$ cat src/rtl/bscff_pkg.sv
// Shared types, codes and sizes for the bit map allocator.
`default_nettype none

package bscff_pkg;

    // Map size in bytes, one cell per byte
    localparam int MAX_BYTES = 128;

    // Cell position counter wide enough to count past the last cell
    localparam int POS_W = $clog2(MAX_BYTES + 1);
    // Common width for comparing position with byte index and active size
    localparam int CMP_W = (POS_W > 8) ? POS_W : 8;

    localparam int BIT_IDX_W  = 10;
    localparam int BYTE_IDX_W = BIT_IDX_W - 3;

    // Request codes
    localparam logic [2:0] FUNC_SET       = 3'd0;
    localparam logic [2:0] FUNC_CLEAR     = 3'd1;
    localparam logic [2:0] FUNC_TEST      = 3'd2;
    localparam logic [2:0] FUNC_SET_ALL   = 3'd3;
    localparam logic [2:0] FUNC_CLEAR_ALL = 3'd4;
    localparam logic [2:0] FUNC_FIND      = 3'd5;

    // Status codes
    localparam logic [1:0] STATUS_OK    = 2'd0;
    localparam logic [1:0] STATUS_RANGE = 2'd1;
    localparam logic [1:0] STATUS_FULL  = 2'd2;

    // Request traveling down the row of cells, collecting its result
    typedef struct packed {
        logic [2:0]            func;
        logic [BYTE_IDX_W-1:0] byte_idx;
        logic [2:0]            bit_off;
        logic [POS_W-1:0]      pos;
        logic                  hit;
        logic                  was_set;
        logic                  found;
        logic [BIT_IDX_W-1:0]  found_idx;
    } packet_t;

endpackage

`default_nettype wire

$ cat src/rtl/bscff_cell.sv
// One byte of the bit map and the logic that applies a passing request to it.
`default_nettype none

module bscff_cell
    import bscff_pkg::*;
(
    input  wire logic    clk,
    input  wire logic    rst_n,
    input  wire logic    in_valid,
    input  wire packet_t in_pkt,
    input  wire logic [7:0] active_bytes,
    output logic         out_valid,
    output packet_t      out_pkt
);

    logic [7:0] byte_reg;
    logic [7:0] byte_next;
    logic       out_valid_reg;
    packet_t    out_pkt_reg;
    packet_t    pkt_next;

    logic       in_use;
    logic       match;
    logic [7:0] mask;
    logic [2:0] clear_pos;
    logic       has_clear;

    // Locate this cell against the request
    assign in_use = CMP_W'(in_pkt.pos) < CMP_W'(active_bytes);
    assign match  = in_use && (CMP_W'(in_pkt.pos) == CMP_W'(in_pkt.byte_idx));
    assign mask   = 8'b1 << in_pkt.bit_off;

    // Lowest clear bit of this byte
    always_comb
    begin
        clear_pos = 3'd0;
        for (int b = 7; b >= 0; b--)
        begin
            if (!byte_reg[b])
            begin
                clear_pos = 3'(b);
            end
        end
        has_clear = (byte_reg != 8'hFF);
    end

    // Apply the request to the byte and update the traveling result
    always_comb
    begin
        byte_next    = byte_reg;
        pkt_next     = in_pkt;
        pkt_next.pos = in_pkt.pos + POS_W'(1);
        if (in_valid)
        begin
            case (in_pkt.func)
                FUNC_SET:
                begin
                    if (match)
                    begin
                        byte_next    = byte_reg | mask;
                        pkt_next.hit = 1'b1;
                    end
                end
                FUNC_CLEAR:
                begin
                    if (match)
                    begin
                        byte_next    = byte_reg & ~mask;
                        pkt_next.hit = 1'b1;
                    end
                end
                FUNC_TEST:
                begin
                    if (match)
                    begin
                        pkt_next.hit     = 1'b1;
                        pkt_next.was_set = |(byte_reg & mask);
                    end
                end
                FUNC_SET_ALL:
                begin
                    if (in_use)
                    begin
                        byte_next = 8'hFF;
                    end
                end
                FUNC_CLEAR_ALL:
                begin
                    if (in_use)
                    begin
                        byte_next = 8'h00;
                    end
                end
                FUNC_FIND:
                begin
                    if (in_use && !in_pkt.found && has_clear)
                    begin
                        byte_next          = byte_reg | (8'b1 << clear_pos);
                        pkt_next.found     = 1'b1;
                        pkt_next.found_idx = BIT_IDX_W'({in_pkt.pos, clear_pos});
                    end
                end
                default:
                begin
                end
            endcase
        end
    end

    // Byte storage and hand-off stage
    always_ff @(posedge clk or negedge rst_n)
    begin
        if (!rst_n)
        begin
            byte_reg      <= 8'h00;
            out_valid_reg <= 1'b0;
        end
        else
        begin
            byte_reg      <= byte_next;
            out_valid_reg <= in_valid;
        end
    end

    always_ff @(posedge clk)
    begin
        out_pkt_reg <= pkt_next;
    end

    assign out_valid = out_valid_reg;
    assign out_pkt   = out_pkt_reg;

endmodule

`default_nettype wire

$ cat config.mk
export PLATFORM = sky130hd
export DESIGN_NAME = bscff_cell
export DESIGN_NICKNAME = d
export VERILOG_FILES = /design/src/rtl/bscff_pkg.sv /design/src/rtl/bscff_cell.sv
export SDC_FILE = /design/constraint.sdc
export NUM_CORES = 1
export LEC_CHECK = 0
export ABC_AREA = 1
export ABC_CLOCK_PERIOD_IN_PS = 1750
export BUFFER_PORTS_ARGS = -buffer_cell sky130_fd_sc_hd__buf_4
export CORE_MARGIN = 1.5
export CORE_UTILIZATION = 49
export DETAILED_ROUTE_END_ITERATION = 6
export PLACE_DENSITY = 0.79
export SKIP_CTS_REPAIR_TIMING = 1
export SLEW_MARGIN = 30
export SYNTH_ARGS = -nofsm -noshare
export SYNTH_HDL_FRONTEND = slang
export SYNTH_SLANG_ARGS = --single-unit
$ cat constraint.sdc
create_clock -name clk -period 1.75 [get_ports clk]
set_input_delay 0.525 -clock clk [delete_from_list [all_inputs] [get_ports clk]]
set_output_delay 0.525 -clock clk [all_outputs]
set_load 0.1 [all_outputs]
==> flow_summary.yaml, run 1 <==
power:
  ir_worst_vdd_mv: 0.572
  seqPwrFrac_pct: 39.4
  clkPwrFrac_pct: 24.7
  internal_power_mw: 1.83
  sw_frac_of_total_pct: 38.8
  power.density_mw_per_mm2: 932
  p_leak_nw: 1.65
  combPwrFrac_pct: 35.9
  switchingPower_mw: 1.17
  total_power_mw: 3.00
floorplanning:
  dieWidth_um: 69.6
  rows: 24
  ios: 80
  fp.dieH_um: 69.6
  coreArea_mm2: 0.00429
  initial_core_util_pct: 50.6
  die_area_mm2: 0.00484
detailed_routing:
  vias_per_cell: 5.07
  finalWirelength_um: 5750
  ant_nets: 0
  drtPass1Iterations: 4
  dr_total_vias: 2209
  drtIter0Drc: 116
  drc_errors: 0
  wire_per_inst_um: 13.2
setup_path:
  worst-path-buf-inv: 3
  required_ns: 1.98
  worstPathCellList: "buf_4, buf_4, xor2_1, nor2_1, nand2_1, nor2_1, nand3_2, nand2_2, inv_2, nor2_4, nand2_1, nand2_1"
  rr_startpoint: "byte_reg[6]"
  r2r_end: "byte_reg[2]"
  critical_path.max_fanout: 6
  crit_family: "simple AND/OR/NAND/NOR gates"
  ff2ff_path_depth: 7
  endpoint_kind: "flop"
  startpoint_type: "input port"
  max_stage_delay_ns: 0.18
  slowest_stage: "nor2_1"
  r2r_slack_ns: 0.18
  worstPathArrival_ns: 1.92
  crit_top_cell: "nand2_1"
  crit_type: "input port to flop"
clock_network:
  numCtsBuffers: 5
  insertion_delay_ns: 0.29
  clock-root-buffer: "clkbuf_8"
  cts.sinks: 43
  clk_pin_slew_ns: 0.08
  cts_tree: "built"
  htree_levels: 2
  clockBufferDepth: 2
timing:
  fmax_mhz: 593
  setup_viol: 0
  fin_crit_sh_pct: 96.3
  hold_viol_final: 0
  hold_slack_ns: 0.0385
  relSlewSlack_pct: 75.9
  final.setup_skew_ns: 0.00484
  worstMarginPinSlew_ns: 0.361
  slew_viol_final: 0
  period_minus_slack_ns: 1.69
  tns_ns: 0
synth:
  synth-edff-count: 0
  synth_nets: 329
  synth_xor_area_share_pct: 5.24
  avgSynthCellArea_um2: 7.87
  yosys_warnings: 0
  synth.most_common_cell: "nand2_1"
  synth_top_family_by_area: "simple AND/OR/NAND/NOR gates"
  synth_ff_type: "dfxtp_1"
  ys_ff_latch: 43
  synth.area.mux_share_pct: 0
  yosys.area.top_type: "dfxtp_1"
  synth_common_cells: "nand2_1 (67), dfxtp_1 (34), inv_1 (33)"
  yosys.area.top_type_share_pct: 31.4
  synth_cell_types: 31
  yosys.area_share.simple_pct: 27.4
  async_flop_share_pct: 20.9
  syn-cell-area_mm2: 0.00217
  ys_seq_area_share_pct: 41.7
  synth-compound-area-share_pct: 13.9
  synthCells: 276
  synth-adder-area-share_pct: 4.61
  synthTopCellsByArea: "dfxtp_1 (31%), nand2_1 (12%), dfrtp_1 (10%)"
hold_path:
  hp-class: "input port to asynchronous set/reset pin"
global_routing:
  antenna_found_initial: 0
  grt_start_max_net_pins: 19
  grt_pass1_wl_um: 9270
  grt_pass1_vias: 2064
  track_usage_pct: 23.7
  overflow: 0
placement:
  io_buffers: 79
  placedCellCount: 428
  place.gp.congestion: 0.853
  place_hpwl_um: 4480
finish:
  largest_reg_flops: 34
  fin_cells: 436
  layout-drive-gt1-share_pct: 39.8
  num-nets-final: 436
  synthToLayoutAreaGrowth_pct: 48.3
  diodes: 0
job:
  cap_violations: 0
run_status:
  status: "finished clean"
## layer usage
| layer | vias up | part of all wire (%) | track usage (%) |
|---|---|---|---|
| li1 | 1117 | - | - |
| met1 | 1005 | 41 | 28.4 |
| met2 | 78 | 52 | 43.4 |
| met3 | 9 | 5.4 | 4.65 |
| met4 | 0 | 1.5 | 5.45 |
| met5 | - | 0 | 0 |
## final cells by class
type                            count  area (um2)
Multi-Input combinational cell    194        1220
Fill cell                         312        1070
Sequential cell                    43         907
Timing Repair Buffer              101         758
Inverter                           38         155
Clock buffer                        7         108
Tap cell                           52        65.1
Clock inverter                      1        5.00
## power by group through the flow
stage | Clock, mW | Sequential [mW] | Combinational, mW
6_report | 0.741 | 1.18 | 1.08
5_1_grt | 0.796 | 1.19 | 1.16
4_1_cts | 0.753 | 1.18 | 1.06
3_5_place_dp | 0 | 1.20 | 1.05
3_3_place_gp | 0 | 1.20 | 1.04
2_1_floorplan | 0 | 1.54 | 0.351
## layout by cell type (no fill, tap or decap), types with 4 or more instances in the layout
cell type  synthesis  final
a211oi_1           5      5
a21oi_1           14     12
a31oi_1            7      7
buf_4              0    101
clkbuf_8           0      6
dfrtp_1            9      8
dfxtp_1           34     34
ha_1               8      4
ha_4               0      4
inv_1             33     29
inv_2              5      8
nand2_1           67     62
nand2_2            3      6
nand3_1           24     23
nor2_1            16     16
o21ai_0            4      4
o21ai_2            7      7
xor2_1            12     12
## stage by stage
stage | util [%] | instance area (um2) | setup WS, ns
after floorplan | - | 2230 | -0.0332
after global placement | 70.8 | 3040 | -0.192
after detailed placement | 70.8 | 3040 | -0.234
after CTS | 73.4 | 3150 | 0.0716
after global routing | 75.0 | 3220 | -0.0774
final | 75.0 | 3220 | 0.0646
## kinds of logic (layout without fill, tap and decap cells)
group / Yosys count / count (layout)
adder cells (fa/ha/maj): 8 / 8
buffers and inverters: 39 / 147
flip-flops: 43 / 43
AO/OA/AOI/OAI: 46 / 46
XOR/XNOR: 13 / 13
AND/OR/NAND/NOR: 127 / 127
## worst max-delay path by stage
stage	to	cells past startpoint	slack, ns	from
CTS	byte_reg[5]	12	0.07	active_bytes[5]
floorplan	out_pkt[4]	10	-0.03	active_bytes[5]
finish	byte_reg[5]	12	0.06	in_pkt[14]
detailed placement	byte_reg[3]	12	-0.23	active_bytes[5]
global placement	out_pkt[2]	10	-0.19	active_bytes[5]
global route	byte_reg[7]	12	-0.08	in_pkt[14]
## worst register-to-register path, cell delays in order (launching register included)
cell     delay, ns
dfrtp_1       0.45
nand2_1       0.15
o21ai_2       0.23
and2_1        0.24
nand3_1       0.09
a21oi_1       0.19
nand3_1       0.10
nand2_1       0.07
(Power assumes the default switching activity.)
==> inputs of run 2 (changes only) <==
--- a/config.mk
+++ b/config.mk
@@ -10,7 +10,8 @@
 export BUFFER_PORTS_ARGS = -buffer_cell sky130_fd_sc_hd__buf_4
 export CORE_MARGIN = 1.5
-export CORE_UTILIZATION = 49
+export CORE_UTILIZATION = 51
+export CTS_BUF_LIST = sky130_fd_sc_hd__clkbuf_2
 export DETAILED_ROUTE_END_ITERATION = 6
-export PLACE_DENSITY = 0.79
+export PLACE_DENSITY = 0.82
 export SKIP_CTS_REPAIR_TIMING = 1
 export SLEW_MARGIN = 30
==> constraint.sdc (replaced) <==
create_clock -name clk -period 1.75 [get_ports clk]
set_input_delay 0 -clock clk [delete_from_list [all_inputs] [get_ports clk]]
set_output_delay 0 -clock clk [all_outputs]
set_load 0.1 [all_outputs]
==> run 2 against run 1 <==
- the flow now finishes with violations (setup timing)
- final area increased by 2.5%
- die area decreased by 3.8%
- worst setup slack got worse by 0.081 ns
- global-route usage increased by 2.1 points
- critical path depth decreased by 5
- first-iteration DRC count increased by 74%
- routed wire length increased by 24%
- non-clock buffer count increased by 20
- largest cell class unchanged
- flip-flop and latch count unchanged
- combinational power about the same
==> flow_summary.yaml, run 2 (synthesis gave the netlist of run 1 again) <==
clock_network:
  clk_pin_slew_ns: 0.23
  cts_tree: "built"
  clock-root-buffer: "clkbuf_2"
  htree_levels: 2
  insertion_delay_ns: 0.43
  numCtsBuffers: 5
  cts.sinks: 43
  clockBufferDepth: 2
detailed_routing:
  ant_nets: 0
  drc_errors: 0
  dr_total_vias: 2430
  finalWirelength_um: 7140
  drtIter0Drc: 202
  drtPass1Iterations: 5
  wire_per_inst_um: 15.7
  vias_per_cell: 5.35
setup_path:
  crit_family: "buffers and inverters"
  slowest_stage: "dlygate4sd3_1"
  worstPathCellList: "dlygate4sd3_1, buf_4, nand3_1, nor3_1, nand3_1, xnor2_1, dlygate4sd3_1"
  worstPathArrival_ns: 2.16
  endpoint_kind: "flop"
  crit_type: "input port to flop"
  required_ns: 2.14
  startpoint_type: "input port"
  worst-path-buf-inv: 3
  critical_path.max_fanout: 4
  max_stage_delay_ns: 0.58
job:
  cap_violations: 0
timing:
  period_minus_slack_ns: 1.77
  worstMarginPinSlew_ns: 0.468
  hold_viol_final: 0
  fmax_mhz: 566
  fin_crit_sh_pct: 101
  setup_viol: 1
  setup_ws_ns: -0.0162
  final.setup_skew_ns: 0.0140
  slew_viol_final: 0
  relSlewSlack_pct: 68.7
power:
  p_leak_nw: 1.69
  ir_worst_vdd_mv: 0.558
  power.density_mw_per_mm2: 864
finish:
  fillers: 234
  synthToLayoutAreaGrowth_pct: 52.0
  fin_util_pct: 81.3
  num-nets-final: 456
  final_common_cell: "buf_4"
  final_cell_mix: "buf_4 (80), nand2_1 (67), dlygate4sd3_1 (41), dfxtp_1 (34), inv_1 (33)"
  layout-drive-gt1-share_pct: 28.2
  diodes: 0
  largest_reg_flops: 34
  postLayoutCellArea_mm2: 0.00330
floorplanning:
  fp.dieH_um: 68.2
  coreArea_mm2: 0.00406
  ios: 80
  dieWidth_um: 68.2
  initial_core_util_pct: 53.5
  rows: 23
  die_area_mm2: 0.00466
global_routing:
  grt_start_max_net_pins: 19
  grt_pass1_vias: 2047
  track_usage_pct: 25.7
  overflow: 0
  antenna_found_initial: 0
  grt_pass1_wl_um: 8830
placement:
  postPlaceCellArea_mm2: 0.00282
  io_buffers: 79
  place.gp.congestion: 0.872
  place_hpwl_um: 4530
run_status:
  violations: "setup timing"
  status: "complete, but fails checks"
hold_path:
  hp-class: "input port to flop"
==> run 2: cell count changes in the layout (fill, tap and decap cells not counted), moves of 3 or more <==
cell / before / now
nand2_1: 62 / 67
ha_4: 4 / 0
clkbuf_8: 6 / 0
buf_4: 101 / 80
clkbuf_2: 0 / 5
dlygate4sd3_1: 0 / 41
inv_1: 29 / 33
ha_1: 4 / 8
nand2_2: 6 / 3
inv_2: 8 / 5
==> run 2: path summary, 6_finish.rpt <==
kind                                  start           to  slack (ns)  depth (start not counted)
worst max register to register  byte_reg[0]   out_pkt[3]        0.08                          8
worst min register to register  byte_reg[6]  byte_reg[6]        0.63                          2
min in group asynchronous             rst_n  byte_reg[1]        0.54                          3
max in group asynchronous             rst_n  byte_reg[3]        0.89                          3
worst min-delay path             in_pkt[20]  out_pkt[12]        0.04                          6
worst max-delay path             in_pkt[13]  out_pkt[20]       -0.02                          7
==> run 2: layout make-up <==
type / instances / area [um2] / area share, %
Timing Repair Buffer: 121 / 1010 / 30.6
Tap cell: 50 / 62.6 / 1.90
Clock buffer: 5 / 25.0 / 0.758
Clock inverter: 3 / 38.8 / 1.18
Sequential cell: 43 / 906 / 27.4
Inverter: 38 / 143 / 4.32
Multi-Input combinational cell: 194 / 1110 / 33.8
==> run 2: through the flow <==
step                      TNS [ns]  instances  total power, mW  worst slack (ns)  hold WS (ns)
final                      -0.0162        454             2.85           -0.0162        0.0424
after global routing        -0.119        454             2.98           -0.0419        0.0513
after CTS                        0        413             2.73             0.112        -0.636
after detailed placement         0        405             2.18             0.130        -0.166
after global placement           0        405             2.16             0.201        -0.166
after floorplan                  0        276             1.88             0.346        -0.296
==> run 2: metal layers <==
layer,GRT usage [%],share of wire (%)
met1,28.9,40
met5,0,0
met2,47.1,49
met4,10.3,3.4
met3,5.26,7.7
==> run 2: tightest hold or removal path: cells and delay by family <==
family / cells / cell delay, ns
simple gates: 4 / 0.27
compound gates: 1 / 0.06
buf+inv: 1 / 0.10
==> run 2: report_power, final <==
part	total [mW]	switching, mW	internal (mW)
Combinational	1.08	0.730	0.355
Sequential	1.19	0.107	1.09
Clock	0.573	0.339	0.235
==> inputs of run 3 (changes only) <==
Settings changed: BUFFER_PORTS_ARGS -buffer_cell sky130_fd_sc_hd__buf_4 to -buffer_cell sky130_fd_sc_hd__buf_2.
==> run 3 against run 2 <==
- the flow still finishes with violations (setup timing)
- final area fell by 6.6%
- routed wire length fell by 14%
- fmax fell by 0.58%
- first-iteration DRC count fell by 18%
- register-to-register slack improved by 0.03 ns
==> flow_summary.yaml, run 3 (synthesis gave the netlist of run 1 again) <==
run_status:
  status: "complete, but fails checks"
  violations: "setup timing"
global_routing:
  overflow: 0
  grt_start_max_net_pins: 19
  grt_pass1_vias: 1948
  antenna_found_initial: 0
  grt_pass1_wl_um: 8190
  track_usage_pct: 23.8
detailed_routing:
  dr_total_vias: 2323
  vias_per_cell: 5.13
  ant_nets: 0
  wire_per_inst_um: 13.5
  finalWirelength_um: 6120
  drc_errors: 0
  drtIter0Drc: 165
  drtPass1Iterations: 4
setup_path:
  startpoint_type: "input port"
  startpoint: "in_pkt[16]"
  critical_path.max_fanout: 3
  slowest_stage: "dlygate4sd3_1"
  crit_top_cell: "dlygate4sd3_1"
  crit_family: "buffers and inverters"
  worstPathArrival_ns: 2.09
  worstPathCellList: "buf_2, dlygate4sd3_1, inv_1, nor3_1, nand3_1, xnor2_1, dlygate4sd3_1"
  crit_type: "input port to flop"
  endpoint_kind: "flop"
  max_stage_delay_ns: 0.61
  worst-path-buf-inv: 4
  required_ns: 2.07
  rr_startpoint: "byte_reg[6]"
  r2r_slack_ns: 0.11
hold_path:
  min_from: "in_pkt[15]"
  hp-class: "input port to flop"
placement:
  place_hpwl_um: 4030
  placedCellCount: 407
  place.gp.congestion: 0.868
  io_buffers: 79
  postPlaceCellArea_mm2: 0.00264
clock_network:
  clk_pin_slew_ns: 0.20
  cts_tree: "built"
  numCtsBuffers: 5
  cts.sinks: 43
  clock-root-buffer: "clkbuf_2"
  insertion_delay_ns: 0.41
  clockBufferDepth: 2
  htree_levels: 2
power:
  total_power_mw: 2.74
  ir_worst_vdd_mv: 0.495
  power.density_mw_per_mm2: 888
  p_leak_nw: 1.62
finish:
  fin_util_pct: 76.0
  num-nets-final: 455
  final_cell_mix: "buf_2 (79), nand2_1 (67), dlygate4sd3_1 (38), dfxtp_1 (34), inv_1 (33)"
  layout-drive-gt1-share_pct: 28.5
  multi_input_area_mm2: 0.00111
  ff_latch_area_um2: 906
  fin_cells: 453
  synthToLayoutAreaGrowth_pct: 42.1
  largest_reg_flops: 34
  final_common_cell: "buf_2"
  fillers: 267
  diodes: 0
  postLayoutCellArea_mm2: 0.00308
timing:
  worstMarginPinSlew_ns: 0.497
  fin_crit_sh_pct: 102
  slew_viol_final: 0
  setup_ws_ns: -0.0264
  period_minus_slack_ns: 1.78
  final.setup_skew_ns: 0.00723
  relSlewSlack_pct: 67.1
  hold_viol_final: 0
  setup_viol: 1
  fmax_mhz: 563
floorplanning:
  dieWidth_um: 68.2
  rows: 23
  die_area_mm2: 0.00466
  initial_core_util_pct: 53.5
  coreArea_mm2: 0.00406
  fp.dieH_um: 68.2
  ios: 80
job:
  cap_violations: 0
## run 3: through the flow
stage	hold WS (ns)	worst slack [ns]	TNS (ns)
3_5_place_dp	-0.127	0.179	0
5_1_grt	0.0488	-0.0573	-0.0573
3_3_place_gp	-0.129	0.186	0
2_1_floorplan	-0.296	0.346	0
4_1_cts	-0.626	0.125	0
6_report	0.0529	-0.0264	-0.0264
## run 3: final cells by class
type	instances	area share [%]
multi-input cells	194	36.0
flip-flops and latches	43	29.4
repair buffers	120	25.9
inverters	38	4.62
well taps	50	2.03
clock inverters	3	1.26
clock buffers	5	0.811
## run 3: power breakdown
part           switching, mW  internal [mW]
Sequential             0.101           1.09
Combinational          0.705          0.294
Clock                  0.319          0.235
## run 3: tightest hold or removal path: cells and delay by family
kind | cells | cell delay [ns]
buf+inv | 2 | 0.25
simple gates | 1 | 0.11
xor+xnor | 1 | 0.07
## run 3: worst paths after layout
path | endpoint | depth (start not counted)
setup / recovery | out_pkt[20] | 7
hold / removal | out_pkt[16] | 4
setup reg to reg | out_pkt[7] | 8
hold reg to reg | byte_reg[6] | 2
max in group asynchronous | out_valid | 3
min in group asynchronous | byte_reg[6] | 3
## run 3: layer usage
| layer | GRT usage (%) | share of wire [%] |
|---|---|---|
| met1 | 28.1 | 41 |
| met2 | 40.4 | 49 |
| met3 | 5.26 | 7.5 |
| met4 | 12.0 | 3.2 |
| met5 | 0 | 0 |
